===== config.mk =====
export PLATFORM = sky130hd
export DESIGN_NAME = polyline_split_by_length_top
export DESIGN_NICKNAME = d
export VERILOG_FILES = /design/src/rtl/pls_pkg.sv /design/src/rtl/polyline_split_by_length_top.sv
export SDC_FILE = /design/constraint.sdc
export NUM_CORES = 2
export LEC_CHECK = 0
export BUFFER_PORTS_ARGS = -buffer_cell sky130_fd_sc_hd__clkbuf_2
export CORE_MARGIN = 2
export CORE_UTILIZATION = 50
export CTS_CLUSTER_SIZE = 12
export DETAILED_ROUTE_END_ITERATION = 10
export PLACE_DENSITY = 0.72
export SETUP_SLACK_MARGIN = 0.4
export SLEW_MARGIN = 20
export SYNTH_ARGS = -nofsm -noshare
export SYNTH_HDL_FRONTEND = slang
export SYNTH_SLANG_ARGS = --single-unit

===== constraint.sdc =====
create_clock -name clk -period 18.2 [get_ports clk]
set_clock_uncertainty 0.1 [all_clocks]
set_input_delay 1.82 -clock clk [delete_from_list [all_inputs] [get_ports clk]]
set_output_delay 1.82 -clock clk [all_outputs]
set_load 0.01 [all_outputs]

===== src/rtl/pls_pkg.sv =====
// package for the polyline splitter: constants, defaults and point role codes
package pls_pkg;

  localparam int MAX_SPLITS_DEF = 62;
  localparam int COORD_BITS_DEF = 32;
  localparam int FRAC_BITS_DEF  = 16;

  localparam logic [31:0] SPLIT_LEN_RST = 32'd100000;
  localparam logic [33:0] RUN_MAX       = {34{1'b1}};

  typedef logic [1:0] role_t;

  localparam role_t ROLE_START    = 2'd0;
  localparam role_t ROLE_INTERIOR = 2'd1;
  localparam role_t ROLE_SPLIT    = 2'd2;
  localparam role_t ROLE_END      = 2'd3;

endpackage


===== src/rtl/polyline_split_by_length_top.sv =====
// polyline splitter: cuts a vertex stream into pieces of bounded arc length
//
// Input words carry one vertex (in_x_coord, in_y_coord, in_first_vertex,
// in_last_vertex), taken when in_valid is high and in_stall is low. Output
// words carry one point each (out_x, out_y, out_point_role,
// out_split_overflow, out_run_last), taken when out_valid is high and
// out_stall is low. cfg_we with cfg_wdata writes the split length.
// One vertex is handled at a time; in_stall is high while it is in work.
// A vertex that opens a line gives no output. An edge vertex goes through
// the multiplier for dx and dy squared, the square root, the overflow
// check, then per split point a compare, the divider, interpolation and
// output, and last the output of the vertex itself. The shared 32 by 32
// multiplier and the bit-serial root and divider do this work. A stalled
// receiver holds the output register and the sequencer waits on it.
// Synchronous reset clears the line state, empties the output and sets the
// split length to 100000.
module polyline_split_by_length_top #(
  parameter int MAX_SPLITS = pls_pkg::MAX_SPLITS_DEF,
  parameter int COORD_BITS = pls_pkg::COORD_BITS_DEF,
  parameter int FRAC_BITS  = pls_pkg::FRAC_BITS_DEF
) (
  input  logic               clk,
  input  logic               rst_n,
  input  logic               cfg_we,
  input  logic [31:0]        cfg_wdata,
  input  logic               in_valid,
  output logic               in_stall,
  input  logic signed [31:0] in_x_coord,
  input  logic signed [31:0] in_y_coord,
  input  logic               in_first_vertex,
  input  logic               in_last_vertex,
  output logic               out_valid,
  input  logic               out_stall,
  output logic signed [31:0] out_x,
  output logic signed [31:0] out_y,
  output logic [1:0]         out_point_role,
  output logic               out_split_overflow,
  output logic               out_run_last
);

  localparam int SH = 32 - COORD_BITS;
  localparam int FW = FRAC_BITS + 1;
  localparam logic [5:0] SQRT_LAST = 6'd32;
  localparam logic [5:0] K_MAX     = 6'(MAX_SPLITS);
  localparam logic [31:0] K_OVF    = 32'(MAX_SPLITS + 1);

  localparam logic [3:0] S_IDLE  = 4'd0;
  localparam logic [3:0] S_MULX  = 4'd1;
  localparam logic [3:0] S_MULY  = 4'd2;
  localparam logic [3:0] S_SQRT  = 4'd3;
  localparam logic [3:0] S_OVF   = 4'd4;
  localparam logic [3:0] S_START = 4'd5;
  localparam logic [3:0] S_CHK   = 4'd6;
  localparam logic [3:0] S_DIV   = 4'd7;
  localparam logic [3:0] S_LERPX = 4'd8;
  localparam logic [3:0] S_LERPY = 4'd9;
  localparam logic [3:0] S_SPLIT = 4'd10;
  localparam logic [3:0] S_END   = 4'd11;

  logic [3:0]         state_r, state_nxt;
  logic [31:0]        len_r;
  logic signed [31:0] prev_x_r, prev_y_r, cur_x_r, cur_y_r;
  logic               last_r, have_prev_r, first_pend_r;
  logic [33:0]        run_r;
  logic signed [32:0] dx_r, dy_r;
  logic [65:0]        sq_r;
  logic [35:0]        rem_r;
  logic [32:0]        root_r;
  logic [5:0]         cnt_r;
  logic [32:0]        delta_r;
  logic [34:0]        total_r;
  logic               ovf_r;
  logic [5:0]         k_r;
  logic [37:0]        target_r;
  logic [FW-1:0]      quot_r;
  logic signed [31:0] lx_r, ly_r;
  logic               out_valid_r;
  logic signed [31:0] out_x_r, out_y_r;
  logic [1:0]         out_role_r;
  logic               out_ovf_r, out_last_r;

  logic [31:0]        len_eff;
  logic signed [31:0] sx_in, sy_in;
  logic [31:0]        mag_x, mag_y;
  logic [31:0]        mul_a, mul_b;
  logic [63:0]        prod;
  logic               out_free;
  logic [35:0]        rem_sh;
  logic [35:0]        trial;
  logic [37:0]        diff;
  logic [32:0]        numc;
  logic [35:0]        dsh;
  logic [31:0]        off;
  logic [37:0]        done_len;
  logic [37:0]        run_left;
  logic               accept;

  assign len_eff  = (len_r == 32'd0) ? 32'd1 : len_r;
  assign sx_in    = $signed(in_x_coord <<< SH) >>> SH;
  assign sy_in    = $signed(in_y_coord <<< SH) >>> SH;
  assign mag_x    = dx_r[32] ? 32'(-dx_r) : dx_r[31:0];
  assign mag_y    = dy_r[32] ? 32'(-dy_r) : dy_r[31:0];
  assign out_free = !out_valid_r || !out_stall;
  assign in_stall = (state_r != S_IDLE);
  assign accept   = in_valid && !in_stall;

  always_comb begin
    case (state_r)
      S_MULX:  begin mul_a = mag_x;   mul_b = mag_x; end
      S_MULY:  begin mul_a = mag_y;   mul_b = mag_y; end
      S_OVF:   begin mul_a = len_eff; mul_b = K_OVF; end
      S_LERPX: begin mul_a = mag_x;   mul_b = 32'(quot_r); end
      S_LERPY: begin mul_a = mag_y;   mul_b = 32'(quot_r); end
      default: begin mul_a = 32'd0;   mul_b = 32'd0; end
    endcase
  end
  assign prod = mul_a * mul_b;
  assign off  = prod[FRAC_BITS +: 32];

  assign rem_sh = {rem_r[33:0], sq_r[65:64]};
  assign trial  = {1'b0, root_r, 2'b01};
  assign diff   = (target_r > {4'd0, run_r}) ? target_r - {4'd0, run_r} : 38'd0;
  assign numc   = (diff > {5'd0, delta_r}) ? delta_r : diff[32:0];
  assign dsh    = {rem_r[34:0], 1'b0};
  assign done_len = target_r - {6'd0, len_eff};
  assign run_left = {3'd0, total_r} - done_len;

  always_comb begin
    state_nxt = state_r;
    case (state_r)
      S_IDLE:  if (accept && !in_first_vertex && have_prev_r) state_nxt = S_MULX;
      S_MULX:  state_nxt = S_MULY;
      S_MULY:  state_nxt = S_SQRT;
      S_SQRT:  if (cnt_r == SQRT_LAST) state_nxt = S_OVF;
      S_OVF:   state_nxt = first_pend_r ? S_START : S_CHK;
      S_START: if (out_free) state_nxt = S_CHK;
      S_CHK: begin
        if (k_r <= K_MAX && target_r <= {3'd0, total_r})
          state_nxt = (delta_r == 33'd0) ? S_LERPX : S_DIV;
        else
          state_nxt = S_END;
      end
      S_DIV:   if (cnt_r == 6'd1) state_nxt = S_LERPX;
      S_LERPX: state_nxt = S_LERPY;
      S_LERPY: state_nxt = S_SPLIT;
      S_SPLIT: if (out_free) state_nxt = S_CHK;
      S_END:   if (out_free) state_nxt = S_IDLE;
      default: state_nxt = S_IDLE;
    endcase
  end

  always_ff @(posedge clk) begin
    if (!rst_n) begin
      state_r      <= S_IDLE;
      len_r        <= pls_pkg::SPLIT_LEN_RST;
      prev_x_r     <= '0;
      prev_y_r     <= '0;
      run_r        <= '0;
      have_prev_r  <= 1'b0;
      first_pend_r <= 1'b0;
      out_valid_r  <= 1'b0;
    end else begin
      state_r <= state_nxt;
      if (cfg_we) len_r <= cfg_wdata;
      if (out_valid_r && !out_stall) out_valid_r <= 1'b0;
      case (state_r)
        S_IDLE: begin
          if (accept) begin
            cur_x_r <= sx_in;
            cur_y_r <= sy_in;
            last_r  <= in_last_vertex;
            dx_r    <= 33'(sx_in) - 33'(prev_x_r);
            dy_r    <= 33'(sy_in) - 33'(prev_y_r);
            if (in_first_vertex || !have_prev_r) begin
              prev_x_r     <= sx_in;
              prev_y_r     <= sy_in;
              run_r        <= '0;
              have_prev_r  <= !in_last_vertex;
              first_pend_r <= !in_last_vertex;
            end
          end
        end
        S_MULX: sq_r <= {2'd0, prod};
        S_MULY: begin
          sq_r   <= sq_r + {2'd0, prod};
          rem_r  <= '0;
          root_r <= '0;
          cnt_r  <= '0;
        end
        S_SQRT: begin
          sq_r  <= {sq_r[63:0], 2'd0};
          cnt_r <= cnt_r + 6'd1;
          if (rem_sh >= trial) begin
            rem_r  <= rem_sh - trial;
            root_r <= {root_r[31:0], 1'b1};
          end else begin
            rem_r  <= rem_sh;
            root_r <= {root_r[31:0], 1'b0};
          end
          if (cnt_r == SQRT_LAST) begin
            delta_r <= (rem_sh >= trial) ? {root_r[31:0], 1'b1} : {root_r[31:0], 1'b0};
            total_r <= {1'b0, run_r} + 35'((rem_sh >= trial) ? {root_r[31:0], 1'b1}
                                                             : {root_r[31:0], 1'b0});
          end
        end
        S_OVF: begin
          ovf_r    <= ({3'd0, total_r} >= prod[37:0]);
          k_r      <= 6'd1;
          target_r <= {6'd0, len_eff};
        end
        S_START: begin
          if (out_free) begin
            out_valid_r  <= 1'b1;
            out_x_r      <= prev_x_r;
            out_y_r      <= prev_y_r;
            out_role_r   <= pls_pkg::ROLE_START;
            out_ovf_r    <= ovf_r;
            out_last_r   <= 1'b0;
            first_pend_r <= 1'b0;
          end
        end
        S_CHK: begin
          quot_r <= '0;
          if (numc >= delta_r && delta_r != 33'd0) begin
            quot_r[0] <= 1'b1;
            rem_r     <= '0;
          end else begin
            rem_r <= {3'd0, numc};
          end
          cnt_r <= 6'(FRAC_BITS);
        end
        S_DIV: begin
          cnt_r <= cnt_r - 6'd1;
          if (dsh >= {3'd0, delta_r}) begin
            rem_r  <= dsh - {3'd0, delta_r};
            quot_r <= {quot_r[FW-2:0], 1'b1};
          end else begin
            rem_r  <= dsh;
            quot_r <= {quot_r[FW-2:0], 1'b0};
          end
        end
        S_LERPX: lx_r <= dx_r[32] ? prev_x_r - $signed(off) : prev_x_r + $signed(off);
        S_LERPY: ly_r <= dy_r[32] ? prev_y_r - $signed(off) : prev_y_r + $signed(off);
        S_SPLIT: begin
          if (out_free) begin
            out_valid_r <= 1'b1;
            out_x_r     <= lx_r;
            out_y_r     <= ly_r;
            out_role_r  <= pls_pkg::ROLE_SPLIT;
            out_ovf_r   <= ovf_r;
            out_last_r  <= 1'b0;
            k_r         <= k_r + 6'd1;
            target_r    <= target_r + {6'd0, len_eff};
          end
        end
        S_END: begin
          if (out_free) begin
            out_valid_r <= 1'b1;
            out_x_r     <= cur_x_r;
            out_y_r     <= cur_y_r;
            out_role_r  <= last_r ? pls_pkg::ROLE_END : pls_pkg::ROLE_INTERIOR;
            out_ovf_r   <= ovf_r;
            out_last_r  <= 1'b1;
            prev_x_r    <= cur_x_r;
            prev_y_r    <= cur_y_r;
            if (last_r) begin
              run_r        <= '0;
              have_prev_r  <= 1'b0;
              first_pend_r <= 1'b0;
            end else begin
              run_r <= (run_left > {4'd0, pls_pkg::RUN_MAX}) ? pls_pkg::RUN_MAX
                                                           : run_left[33:0];
            end
          end
        end
        default: ;
      endcase
    end
  end

  assign out_valid          = out_valid_r;
  assign out_x              = out_x_r;
  assign out_y              = out_y_r;
  assign out_point_role     = out_role_r;
  assign out_split_overflow = out_ovf_r;
  assign out_run_last       = out_last_r;

`ifndef NO_ASSERTIONS
  a_k_bound: assert property (@(posedge clk) disable iff (!rst_n)
    (state_r != S_IDLE && state_r != S_MULX && state_r != S_MULY && state_r != S_SQRT &&
     state_r != S_OVF)
      |-> (k_r <= K_MAX + 6'd1))
    else $error("split counter ran past its limit");
  a_split_not_last: assert property (@(posedge clk) disable iff (!rst_n)
    out_valid_r |-> !(out_last_r && out_role_r == pls_pkg::ROLE_SPLIT))
    else $error("split point flagged as last word");
  a_start_pending: assert property (@(posedge clk) disable iff (!rst_n)
    (state_r == S_START) |-> first_pend_r)
    else $error("start point without pending first vertex");
  a_emit_wait: assert property (@(posedge clk) disable iff (!rst_n)
    (state_r == S_END && out_valid_r && out_stall) |=> (state_r == S_END))
    else $error("end point left while output blocked");
`endif

endmodule


Word level (Yosys, flattened, before mapping) --
Cells that the tools add are included. Widths: inputs -> output; s select.
Cells by class: add/subtract/negate cells 19, multiply operators 1, $lt $le $gt $ge 9, equal/unequal tests 23, muxes and demuxes 71, reductions and logical operators 50
Operator list (number):
- $mux 32 | 15
- $pmux 32 s3 | 3
- $pmux 66 s3 | 1
- $mux 34 | 5
- $pmux 35 s4 | 1
- $pmux 32 s2 | 2
- $pmux 32 s4 | 1
- $mux 38 | 2
- $pmux 38 s2 | 1
- $mux 35 | 2
- $pmux 34 s2 | 1
- $add 66x64->66 | 1
- $mux 33 | 2
- $pmux 33 s2 | 1
- $sub 32x32->33 | 2
- $add 32x32->32 | 2
- $mul 32x32->64 | 1
- $neg 32->32 | 2
- $sub 32x32->32 | 2
- $pmux 4 s11 | 1
- $add 38x32->38 | 1
- $ge 35x38->1 | 1
- $gt 38x33->1 | 1
- $gt 38x34->1 | 1
- other kinds (49) | 121
Storage, ports and cells: bits in registers 670, input bits 103, output and inout bits 70, word-level logic and storage cells 203

Depth between registers and ports, before layout --
depth in word-level cells 9, mapped depth 55, mapped depth without buffers 53

Least setup slack after synthesis --
OpenSTA, ideal clock, no wires.
path kind register to register, start register dy_r[3], end register lx_r[31], data pin, library setup time 260 ps, arrival 12295 ps, data required time 17840 ps, path slack 5545 ps, cell stages (with the launch flop) 49, path buffers 2, period minus slack after synthesis 12655 ps, cell sequence edfxtp_1 > or4_1 > or3_1 > or2_2 > o31ai_1 > xor2_1 > nor2_1 > a211oi_1 > clkbuf_1 > nor2_1 > fa_1 > inv_1 > fa_1 > fa_1 > fa_1 > inv_1 > fa_1 > inv_1 > (+13 left out) > nand3_1 > nor4_1 > and2_1 > nor2_1 > xnor2_1 > ha_1 > a21o_1 > a21o_1 > a221oi_1 > o221ai_1 > a31oi_1 > o22ai_1 > o41ai_1 > o31ai_1 > a21o_1 > a21oi_1 > xnor2_1 > xnor2_1
Between the ends: longest elaborated chain between the ends 6, elaborated cells on any way between the ends 8, those cells by class add/sub (3); mul (1); mux (4)
Ends and longest elaborated chain:
- start: declaration | line polyline_split_by_length_top.sv:65 | logic signed [32:0] dx_r, dy_r;
- start signal: assignment | line polyline_split_by_length_top.sv:173 | dy_r <= 33'(sy_in) - 33'(prev_y_r);
- $neg 32->32 | line polyline_split_by_length_top.sv:102 | assign mag_y = dy_r[32] ? 32'(-dy_r) : dy_r[31:0];
- $mux 32 * | line polyline_split_by_length_top.sv:102
- $pmux 32 s4 / $pmux 32 s3 (equally long branches) | line polyline_split_by_length_top.sv:108 | case (state_r)
- $mul 32x32->64 * | line polyline_split_by_length_top.sv:117 | assign prod = mul_a * mul_b;
- $add 32x32->32 / $sub 32x32->32 (equally long branches) | line polyline_split_by_length_top.sv:242 | S_LERPX: lx_r <= dx_r[32] ? prev_x_r - $signed(off) : prev_x_r + $signed(off);
- $mux 32 * | line polyline_split_by_length_top.sv:242
- end signal: assignment | line polyline_split_by_length_top.sv:242
- end: declaration | line polyline_split_by_length_top.sv:76 | logic signed [31:0] lx_r, ly_r;
Mark *: on every way between the ends. The rest lies on a longest branch, timed or not. A chain may end at the register's enable or synchronous reset.

Worst setup path after layout --
Ends and elaborated chain as after synthesis.

==> qor.yml <==
outcome:
  status: "completed"
clock_tree:
  clock-sinks: 670
  cts_tree: "built"
  cts_resized: 0
  clk_pin_slew_ns: 0.07
  clk_latency_ns: 0.73
  h-tree-depth: 3
  cts_buffers: 81
  cts_setup_buffers: 0
  ctsHoldBuffers: 0
  clk_path_buf_depth: 3
  root_buffer: "clkbuf_16"
detailed_routing:
  routedWlPerCell_um: 26.0
  ant_nets: 0
  first_pass_iters: 6
  drt_iter0_drc: 8690
  drc: 0
  vias: 74900
  wl_met1_um: 131000
  viasPerCell: 6.14
  highest_layer: "met5"
  totalWireLength_um: 318000
  met3_length_um: 35600
  dr_wl_met2_um: 132000
setup_path:
  start_kind: "register"
  cpPeakStageDelay_ns: 0.82
  cp.required_ns: 18.55
  ff2ff_setup_slack_ns: 3.42
  critPathSlowestCell: "a211oi_2"
  path_class: "register to register"
  arrival_ns: 15.13
  endpoint_kind: "register"
  cp_common_cell: "fa_1"
  worstPathMaxFanout: 13
final_layout:
  layout-drive-gt1-share: 0.0627
  area_delta_synth_final_pct: 7.53
  n_fill_cell: 15600
  nNetsFinal: 11700
  postLayoutCoreUtil: 0.542
synth:
  ys_ff_latch: 670
  synth_warnings: 0
  synth_fp_nets: 11700
  ys_seq_area_frac: 0.216
  synth_edf_count: 533
  synth_ff_type: "edfxtp_1"
  yosysTopAreaCell: "fa_1"
  synth.top_cells.by_area: "fa_1 22%, edfxtp_1 18%, ha_1 12%, inv_1 6.1%, nand2_1 4.5%"
  syn_avg_cell_area_sq_um: 8.83
  ys_types: 93
  synth_top_area_frac: 0.216
  ys_async_sr_fraction: 0
  synthCells: 9833
  syn_area_sq_um: 86800
floorplanning:
  coreArea_sq_um: 172000
  start_util: 0.505
  fp.dieW_um: 421
  fp-row-count: 152
  io_pins: 173
  dieArea_sq_um: 177000
  die_y_um: 421
power_and_ir_drop:
  max-vdd-ir-drop_mv: 0.191
  power.density_nw_per_um2: 167
  p_leak_nw: 42.6
global_routing:
  grt_first_pass_wirelength_um: 473000
  grt.overflow.total: 0
  antenna_found_initial: 17
  grt_max_degree: 85
  grt_pass1_vias: 74200
  grt_usage: 0.359
sta:
  finalHoldViolCount: 0
  fin_tns_setup_ns: 0
  fmax_mhz: 67.7
  drv_slew: 0
  rsz0062_at_grt: "no"
  min_period_over_period: 0.812
  setup_violations: 0
  maxSlewHeadroom: 0.151
  period_minus_slack_ns: 14.78
  tightestPinTransition_ns: 1.27
min_path:
  hold_class: "register to register"
job:
  cap_violations: 0
placement:
  port-buffer-count: 172
  dp_hpwl_um: 252000
  gp_congestion: 1.02
cell families after synthesis:
family,Yosys count,share of synthesized area
flip-flops,670,0.216
adder cells (fa/ha/maj),1742,0.332
buffers and inverters,1866,0.0810
AND/OR/NAND/NOR,2868,0.148
multiplexers,96,0.0111
AO/OA/AOI/OAI,2058,0.158
XOR/XNOR,533,0.0539
layout by cell type (no fill, tap or decap), types with 114 or more instances in the layout:
| cell type | instances |
|---|---|
| a21o_1 | 269 |
| a21oi_1 | 468 |
| buf_4 | 163 |
| clkbuf_2 | 172 |
| dfxtp_1 | 136 |
| edfxtp_1 | 533 |
| fa_1 | 937 |
| ha_1 | 805 |
| inv_1 | 1420 |
| nand2_1 | 1032 |
| nor2_1 | 1003 |
| o211ai_1 | 114 |
| o21ai_0 | 413 |
| xnor2_1 | 328 |
| xor2_1 | 202 |
worst paths after layout:
check                           startpoint   endpoint  cells past startpoint
worst min register to register   run_r[33]  run_r[33]                      2
worst max register to register     dy_r[3]   lx_r[31]                     45
worst max-delay path               dy_r[3]   lx_r[31]                     45
worst min-delay path             run_r[33]  run_r[33]                      2
flip-flops by register name, indices dropped and copies added (netlist names), 33 cells and up:
register	count
run_r	34
target_r	38
root_r	33
delta_r	33
dx_r	33
total_r	35
dy_r	33
rem_r	35
sq_r	66
power breakdown:
group / switching, W / total [W] / leakage, nW / internal, W
logic: 0.00745 / 0.0114 / 35.2 / 0.00398
registers: 0.000205 / 0.00242 / 6.07 / 0.00221
clock network: 0.000734 / 0.00173 / 1.35 / 0.000997
total: 0.00839 / 0.0156 / 42.6 / 0.00719
cells in the mapped netlist, drive strengths merged, types with 137 or more instances:
cell type	instances
clkbuf	389
dfxtp	137
o21ai	434
xor2	205
a21oi	470
edfxtp	533
nand2	1033
a21o	270
fa	937
xnor2	328
ha	805
nor2	1013
inv	1436
critical path: cells and delay by family (launching register included):
| family | cells | cell delay, ns |
|---|---|---|
| DFF | 1 | 0.45 |
| buffers and inverters | 4 | 0.50 |
| xor gates and xnor gates | 5 | 1.40 |
| adders and majority gates | 10 | 4.94 |
| AOI/OAI and AO/OA | 15 | 3.94 |
| and+or+nand+nor | 11 | 3.15 |
through the flow:
step	hold WS, ns	setup WS [ns]	power [W]	instance area [sq um]	std cells
6_report	0.365	3.42	0.0156	93400	12200
5_1_grt	0.418	2.76	0.0165	93400	12200
4_1_cts	0.362	3.41	0.0153	93300	12200
3_5_place_dp	0.346	3.51	0.0134	90600	12100
3_3_place_gp	0.341	3.72	0.0134	90600	12100
2_1_floorplan	0.300	5.55	0.00976	86800	9833
layout make-up:
class | instances | area, sq um | share of cell area
Multi-Input combinational cell | 7297 | 61500 | 0.658
Sequential cell | 670 | 18800 | 0.201
Inverter | 1440 | 5410 | 0.0579
Tap cell | 2310 | 2890 | 0.0310
Clock buffer | 114 | 2320 | 0.0249
Timing Repair Buffer | 336 | 2100 | 0.0225
Clock inverter | 35 | 425 | 0.00456
Antenna cell | 2 | 5.00 | 0.0000536
routing by layer:
metal  track usage  vias up
li1              -    33200
met1         0.502    37000
met2         0.520     3978
met3        0.0824      748
met4         0.180       20
met5             0        -
Power figures use the tool's default switching activity.
